**config.mk**
```make
export PLATFORM = sky130hd
export DESIGN_NAME = line_junction_classifier_unit
export DESIGN_NICKNAME = d
export VERILOG_FILES = /design/src/rtl/lji_pkg.sv /design/src/rtl/lji_classifier.sv /design/src/rtl/lji_tracker.sv /design/src/rtl/line_junction_classifier_unit.sv
export SDC_FILE = /design/constraint.sdc
export NUM_CORES = 1
export LEC_CHECK = 0
export ABC_AREA = 1
export BUFFER_PORTS_ARGS = -buffer_cell sky130_fd_sc_hd__buf_2
export CORE_ASPECT_RATIO = 1.1
export CORE_MARGIN = 2
export CORE_UTILIZATION = 45
export DETAILED_ROUTE_END_ITERATION = 10
export PLACE_DENSITY_LB_ADDON = 0.08
export RECOVER_POWER = 100
export SYNTH_ARGS = -nofsm -noshare
export SYNTH_HDL_FRONTEND = slang
export SYNTH_SLANG_ARGS = --single-unit
```
**constraint.sdc**
```tcl
create_clock -name clock -period 14.3 [get_ports clock]
set_clock_uncertainty 0.05 [all_clocks]
set_input_delay 1.43 -clock clock [delete_from_list [all_inputs] [get_ports clock]]
set_output_delay 1.43 -clock clock [all_outputs]
set_load 0.01 [all_outputs]
```
**src/rtl/lji_pkg.sv**
```systemverilog
package lji_pkg;

   localparam int unsigned LevelWidth    = 10;
   localparam int unsigned CountWidth    = 32;
   localparam int unsigned DistanceWidth = 16;
   localparam int unsigned CodeWidth     = 3;
   localparam int unsigned CsrIndexWidth = 3;
   localparam int unsigned CsrDataWidth  = 16;

   typedef logic [LevelWidth-1:0]    level_type;
   typedef logic [CountWidth-1:0]    count_type;
   typedef logic [DistanceWidth-1:0] distance_type;

   typedef enum logic [CodeWidth-1:0] {
      JT_NONE        = 3'd0,
      JT_LEFT        = 3'd1,
      JT_RIGHT       = 3'd2,
      JT_FRONT_LEFT  = 3'd3,
      JT_FRONT_RIGHT = 3'd4,
      JT_TEE         = 3'd5,
      JT_CROSS       = 3'd6
   } junction_type;

   typedef enum logic [CsrIndexWidth-1:0] {
      CSR_FRONT_ON    = 3'd0,
      CSR_FRONT_NEAR  = 3'd1,
      CSR_LEFT_ON     = 3'd2,
      CSR_LEFT_NEAR   = 3'd3,
      CSR_RIGHT_ON    = 3'd4,
      CSR_RIGHT_NEAR  = 3'd5,
      CSR_STABLE_DIST = 3'd6
   } csr_index_type;

   localparam level_type    OnLevelReset   = 10'd600;
   localparam level_type    NearLevelReset = 10'd300;
   localparam distance_type StableReset    = 16'd100;

   typedef struct packed {
      level_type front_on;
      level_type front_near;
      level_type left_on;
      level_type left_near;
      level_type right_on;
      level_type right_near;
   } thresholds_type;

   typedef struct packed {
      logic [CodeWidth-1:0] junction;
      logic [CodeWidth-1:0] candidate;
   } result_type;

endpackage

```
**src/rtl/lji_classifier.sv**
```systemverilog
module lji_classifier (
   input  lji_pkg::thresholds_type      thresholds,
   input  lji_pkg::level_type           front_level,
   input  lji_pkg::level_type           left_level,
   input  lji_pkg::level_type           right_level,
   output logic [lji_pkg::CodeWidth-1:0] candidate
);
   import lji_pkg::*;

   logic front_active;
   logic left_active;
   logic right_active;

   assign front_active = (front_level >= thresholds.front_on) ||
                         (front_level > thresholds.front_near);
   assign left_active  = (left_level >= thresholds.left_on) ||
                         (left_level > thresholds.left_near);
   assign right_active = (right_level >= thresholds.right_on) ||
                         (right_level > thresholds.right_near);

   always_comb begin
      case ({front_active, left_active, right_active})
         3'b111:  candidate = JT_CROSS;
         3'b011:  candidate = JT_TEE;
         3'b110:  candidate = JT_FRONT_LEFT;
         3'b101:  candidate = JT_FRONT_RIGHT;
         3'b010:  candidate = JT_LEFT;
         3'b001:  candidate = JT_RIGHT;
         default: candidate = JT_NONE;
      endcase
   end

endmodule

```
**src/rtl/lji_tracker.sv**
```systemverilog
module lji_tracker (
   input  logic                          clock,
   input  logic                          reset,
   input  logic                          step,
   input  logic [lji_pkg::CodeWidth-1:0] candidate,
   input  lji_pkg::count_type            left_count,
   input  lji_pkg::count_type            right_count,
   input  lji_pkg::distance_type         stable_distance,
   output lji_pkg::result_type           result
);
   import lji_pkg::*;

   logic [CodeWidth-1:0]  held_ff, held_in;
   logic [CodeWidth-1:0]  reported_ff, reported_in;
   count_type             mark_ff, mark_in;
   logic [CountWidth:0]   sum;
   count_type             position;
   logic [CountWidth+1:0] limit;
   logic [CountWidth+1:0] position_ext;
   logic                  moved;

   // The halving rounds toward zero, so a negative odd sum gets one added back.
   assign sum          = {left_count[CountWidth-1], left_count} +
                         {right_count[CountWidth-1], right_count};
   assign position     = sum[CountWidth:1] + {{(CountWidth-1){1'b0}}, sum[CountWidth] & sum[0]};
   assign limit        = {{2{mark_ff[CountWidth-1]}}, mark_ff} +
                         {{(CountWidth+2-DistanceWidth){1'b0}}, stable_distance};
   assign position_ext = {{2{position[CountWidth-1]}}, position};
   assign moved        = $signed(position_ext) > $signed(limit);

   always_comb begin
      held_in     = held_ff;
      reported_in = reported_ff;
      mark_in     = mark_ff;
      if (candidate != held_ff) begin
         reported_in = JT_NONE;
         held_in     = candidate;
         mark_in     = position;
      end else if (moved) begin
         reported_in = candidate;
         mark_in     = position;
      end
   end

   always_ff @(posedge clock) begin
      if (reset) begin
         held_ff     <= JT_NONE;
         reported_ff <= JT_NONE;
         mark_ff     <= '0;
      end else if (step) begin
         held_ff     <= held_in;
         reported_ff <= reported_in;
         mark_ff     <= mark_in;
      end
   end

   assign result.junction  = reported_in;
   assign result.candidate = candidate;

endmodule

```
**src/rtl/line_junction_classifier_unit.sv**
```systemverilog
// An accepted beat moves from the input register to the result register, driving rsp_valid.
// Throughput: one beat per cycle unless rsp_ready stalls; the two registers hold one beat each.
// The path from the input register to the result register is the classifier and the tracker.
// Reset is synchronous and active high: it empties both registers, restores the thresholds
// and stable distance to their defaults, and clears the held candidate, mark and report.
module line_junction_classifier_unit (
   input  logic                              clock,
   input  logic                              reset,
   input  logic                              req_valid,
   output logic                              req_ready,
   input  lji_pkg::level_type                req_front_level,
   input  lji_pkg::level_type                req_left_level,
   input  lji_pkg::level_type                req_right_level,
   input  lji_pkg::count_type                req_left_count,
   input  lji_pkg::count_type                req_right_count,
   output logic                              rsp_valid,
   input  logic                              rsp_ready,
   output logic [lji_pkg::CodeWidth-1:0]     rsp_junction_type,
   output logic [lji_pkg::CodeWidth-1:0]     rsp_candidate_type,
   input  logic                              csr_wr_en,
   input  logic [lji_pkg::CsrIndexWidth-1:0] csr_index,
   input  logic [lji_pkg::CsrDataWidth-1:0]  csr_wdata
);
   import lji_pkg::*;

   thresholds_type       thresholds_ff;
   distance_type         stable_ff;
   logic                 in_valid_ff;
   level_type            front_ff, left_ff, right_ff;
   count_type            left_count_ff, right_count_ff;
   logic                 rsp_valid_ff;
   result_type           rsp_ff;
   result_type           result;
   logic [CodeWidth-1:0] candidate;
   logic                 advance;
   logic                 accept;

   always_ff @(posedge clock) begin
      if (reset) begin
         thresholds_ff.front_on   <= OnLevelReset;
         thresholds_ff.front_near <= NearLevelReset;
         thresholds_ff.left_on    <= OnLevelReset;
         thresholds_ff.left_near  <= NearLevelReset;
         thresholds_ff.right_on   <= OnLevelReset;
         thresholds_ff.right_near <= NearLevelReset;
         stable_ff                <= StableReset;
      end else if (csr_wr_en) begin
         case (csr_index)
            CSR_FRONT_ON:    thresholds_ff.front_on   <= csr_wdata[LevelWidth-1:0];
            CSR_FRONT_NEAR:  thresholds_ff.front_near <= csr_wdata[LevelWidth-1:0];
            CSR_LEFT_ON:     thresholds_ff.left_on    <= csr_wdata[LevelWidth-1:0];
            CSR_LEFT_NEAR:   thresholds_ff.left_near  <= csr_wdata[LevelWidth-1:0];
            CSR_RIGHT_ON:    thresholds_ff.right_on   <= csr_wdata[LevelWidth-1:0];
            CSR_RIGHT_NEAR:  thresholds_ff.right_near <= csr_wdata[LevelWidth-1:0];
            CSR_STABLE_DIST: stable_ff                <= csr_wdata[DistanceWidth-1:0];
            default: begin
            end
         endcase
      end
   end

   assign advance   = in_valid_ff && (!rsp_valid_ff || rsp_ready);
   assign req_ready = !in_valid_ff || advance;
   assign accept    = req_valid && req_ready;

   always_ff @(posedge clock) begin
      if (reset) begin
         in_valid_ff <= 1'b0;
      end else if (req_ready) begin
         in_valid_ff <= req_valid;
      end
   end

   always_ff @(posedge clock) begin
      if (accept) begin
         front_ff       <= req_front_level;
         left_ff        <= req_left_level;
         right_ff       <= req_right_level;
         left_count_ff  <= req_left_count;
         right_count_ff <= req_right_count;
      end
   end

   lji_classifier u_classifier (
      .thresholds  (thresholds_ff),
      .front_level (front_ff),
      .left_level  (left_ff),
      .right_level (right_ff),
      .candidate   (candidate)
   );

   lji_tracker u_tracker (
      .clock           (clock),
      .reset           (reset),
      .step            (advance),
      .candidate       (candidate),
      .left_count      (left_count_ff),
      .right_count     (right_count_ff),
      .stable_distance (stable_ff),
      .result          (result)
   );

   always_ff @(posedge clock) begin
      if (reset) begin
         rsp_valid_ff <= 1'b0;
      end else if (advance) begin
         rsp_valid_ff <= 1'b1;
      end else if (rsp_ready) begin
         rsp_valid_ff <= 1'b0;
      end
   end

   always_ff @(posedge clock) begin
      if (advance) begin
         rsp_ff <= result;
      end
   end

   assign rsp_valid          = rsp_valid_ff;
   assign rsp_junction_type  = rsp_ff.junction;
   assign rsp_candidate_type = rsp_ff.candidate;

   // A reported junction is always the candidate that is being held.
   a_report_matches_candidate: assert property (@(posedge clock) disable iff (reset)
      rsp_valid_ff && (rsp_ff.junction != JT_NONE) |-> rsp_ff.junction == rsp_ff.candidate)
      else $error("reported junction differs from candidate");

   a_reset_empties: assert property (@(posedge clock)
      reset |=> !in_valid_ff && !rsp_valid_ff)
      else $error("pipeline not empty after reset");

   a_accept_fills: assert property (@(posedge clock) disable iff (reset)
      accept |=> in_valid_ff)
      else $error("accepted beat lost from input register");

   a_stalled_input_holds: assert property (@(posedge clock) disable iff (reset)
      in_valid_ff && !advance |=> in_valid_ff && $stable(left_count_ff) && $stable(front_ff))
      else $error("stalled input register changed");

   a_stalled_result_holds: assert property (@(posedge clock) disable iff (reset)
      rsp_valid_ff && !rsp_ready |=> rsp_valid_ff && $stable(rsp_ff))
      else $error("stalled result register changed");

endmodule

```
==> run metrics <==
# clock sinks=216; syn_nets=2279; met1 WL=16.4 mm; wire per inst=15.0 um; share of flip-flops with an asynchronous set or reset=0%; share of layout cells above drive strength 1=9.30%; DP Area=15600 um^2; num ports=126; status=finished, violations left; Tcrit/Tclk final=49.7%; most common cell after layout, fill and taps aside=nand2_1; metal3 WL=1.49 mm; violated checks=max-capacitance violations, max-slew violations; H-tree depth=1; R2R depth=39; initial antenna violation count=0; Total GRT Usage=22.9%; post-synthesis cell type count=42; Port Buf Inserts=125; largest net degree at the start of global routing=99; Post-DRT Antenna Nets=0; worst slew pin tran=4.16 ns; area delta synth->final=12.4%; final hold viol count=0; RePlAce Congestion=0.926; sw power=0.597 mW; via count=12900; post-detail-place hpwl=30.5 mm; CTS max path bufs=3; drt initial violations=644; commonest cells after routing, fill and taps aside=nand2_1, inv_1, nor2_1; number of fill cells=3281; cell leakage power=8.13 nW; Starting Density=45.4%; Nets=2407; Hold Path End=thresholds_ff[49]$_SDFFE_PP0P_; hold path cells=2; CTS Hold Bufs=0; setup tns final=0 ns; cts bufs inserted=25; Yosys Warn Count=0; Internal Pwr Total=1.23 mW; share of total power in combinational logic=25.8%; Slew HR=-177%; vias in the first global route=12300; Worst IR Drop VDD=0.0890 mV; PostCTS Resize Cnt=0; sw frac=32.8%; R2R Setup Slk=7.19 ns; Register Area=5330 um^2; Syn Inst Count=2015; Post-synth top flop=dfxtp_1; worst reg2reg endpoint=u_tracker.mark_ff[16]$_SDFFE_PP0P_; P per Cell Area=112 nW/um^2; Die Height=193 um; CP peak stage delay=0.83 ns; Reg clk slew, reported paths=0.06 ns; first-pass GRT wire length=61.4 mm; Worst EP arrival=7.52 ns; RR Startpoint=left_count_ff[0]$_DFFE_PP_; mapped cell area=14500 um^2; CP max FO=30; maximum clock rate=0.141 GHz; part of the power in the clock network=35.0%; max layer used=met4; Core Box Area=32000 um^2; post-route cell area=16300 um^2; crit start category=flop; Total Routed Length=38.7 mm; RSZ-0062 raised after global routing=no; Final Max Slew Viols=196; WS Path Type=reg2reg; hold path startpoint=thresholds_ff[49]$_SDFFE_PP0P_; CTS tree=done; sequential share of power=39.2%; Final Core Density=51.0%; final setup violation count=0; post-DR vias/cell=4.97; Mean Syn Cell Area=7.22 um^2; total congestion overflow=0; clock insertion delay at the later pin of the skew report=0.56 ns; number of post-CTS setup repair buffers=0; router iterations before antenna repair=5; CTS root buf=clkbuf_16; minimum clock period=7.11 ns; synthesis-stage register bit count=216; EDFF count, synth=100; Worst Hold Class=reg2reg; most frequent CP cell=nand2_1; number of max-cap violations=3; CP required=14.71 ns; die width=175 um; Antenna Cells=0; Slowest cell on crit path=nand2_1; sequential fraction of the synthesis area=36.6%; crit end category=flop; hold_ws=0.411 ns; row count=69; area of the multi-input gates=7750 um^2; drt drc=0; WL met2=18.9 mm; die footprint=33800 um^2
[worst max-delay path by stage]
stage	startpoint	end	cells after the start
4_1_cts	left_count_ff[0]$_DFFE_PP_	u_tracker.mark_ff[11]$_SDFFE_PP0P_	39
6_report	left_count_ff[0]$_DFFE_PP_	u_tracker.mark_ff[16]$_SDFFE_PP0P_	39
3_3_place_gp	left_count_ff[0]$_DFFE_PP_	u_tracker.mark_ff[1]$_SDFFE_PP0P_	37
2_1_floorplan	left_count_ff[0]$_DFFE_PP_	u_tracker.mark_ff[12]$_SDFFE_PP0P_	41
3_5_place_dp	left_count_ff[0]$_DFFE_PP_	u_tracker.mark_ff[11]$_SDFFE_PP0P_	39
5_1_grt	left_count_ff[0]$_DFFE_PP_	u_tracker.mark_ff[16]$_SDFFE_PP0P_	39
[area by class of cell]
class / count / area share (%)
tap: 426 / 3.26
multi-input combinational: 1429 / 47.4
clock inverter: 14 / 0.865
sequential: 216 / 32.6
clock buffer: 32 / 4.12
timing repair buffer: 128 / 3.84
inverter: 343 / 7.89
[cells in the mapped netlist, types with 7 or more instances]
master | number | share of area, %
nand2_1 | 560 | 14
inv_1 | 339 | 8.8
nor2_1 | 224 | 5.8
ha_1 | 144 | 12
dfxtp_1 | 116 | 16
a21oi_1 | 113 | 3.9
edfxtp_1 | 100 | 21
o21ai_0 | 91 | 3.1
nand3_1 | 87 | 3.0
nand4_1 | 34 | 1.5
xor2_1 | 30 | 1.8
o211ai_1 | 21 | 1.1
nand2_2 | 20 | 0.86
clkbuf_1 | 19 | 0.49
nor3_1 | 18 | 0.62
xnor2_1 | 16 | 0.96
nor2_2 | 13 | 0.56
a21o_1 | 8 | 0.41
o21bai_1 | 7 | 0.36
[sequential cells by signal, summed over array words and instances, names as in the netlist, 3 cells and up]
name                   flops
front_ff                  10
left_count_ff             32
left_ff                   10
right_count_ff            32
right_ff                  10
rsp_candidate_type         3
rsp_junction_type          3
stable_ff                 16
thresholds_ff             60
u_tracker.held_ff          3
u_tracker.mark_ff         32
u_tracker.reported_ff      3
[cell families (layout without fill, tap and decap cells)]
| logic type | count (synthesis) | count (layout) | synth area share [%] |
|---|---|---|---|
| buffers and inverters | 370 | 517 | 9.71 |
| AOI/OAI and AO/OA | 249 | 249 | 9.31 |
| xor gates and xnor gates | 48 | 48 | 2.99 |
| and+or+nand+nor | 986 | 986 | 28.7 |
| DFF | 216 | 216 | 36.6 |
| adders and majority gates | 146 | 146 | 12.7 |
[per-layer routing]
layer,GRT usage [%],vias up
met5,0,-
met4,11.3,0
met3,2.76,94
met2,41.4,261
met1,26.8,5788
li1,-,6718
[metrics by stage]
step	instances	setup WS (ns)	power, mW
after CTS	2588	7.70	1.84
after global placement	2542	7.97	1.19
final	2588	7.19	1.82
after global routing	2588	6.23	1.94
after floorplan	2015	9.29	1.06
after detailed placement	2542	7.73	1.20
[critical path: cells and delay by family, from the launching register on]
kind / cells / cell delay (ns)
AO/OA/AOI/OAI: 3 / 0.52
flip-flops: 1 / 0.33
AND/OR/NAND/NOR: 27 / 4.34
buffers and inverters: 3 / 0.30
XOR/XNOR: 1 / 0.14
adder cells (fa/ha/maj): 5 / 1.33
[power by group through the flow]
stage / Combinational [mW] / Sequential, mW / Clock [mW]
4_1_cts: 0.474 / 0.714 / 0.655
3_5_place_dp: 0.471 / 0.726 / 0
6_report: 0.471 / 0.714 / 0.638
5_1_grt: 0.540 / 0.719 / 0.682
3_3_place_gp: 0.467 / 0.726 / 0
2_1_floorplan: 0.341 / 0.721 / 0
Note: power is estimated with default switching activity, not from simulation.
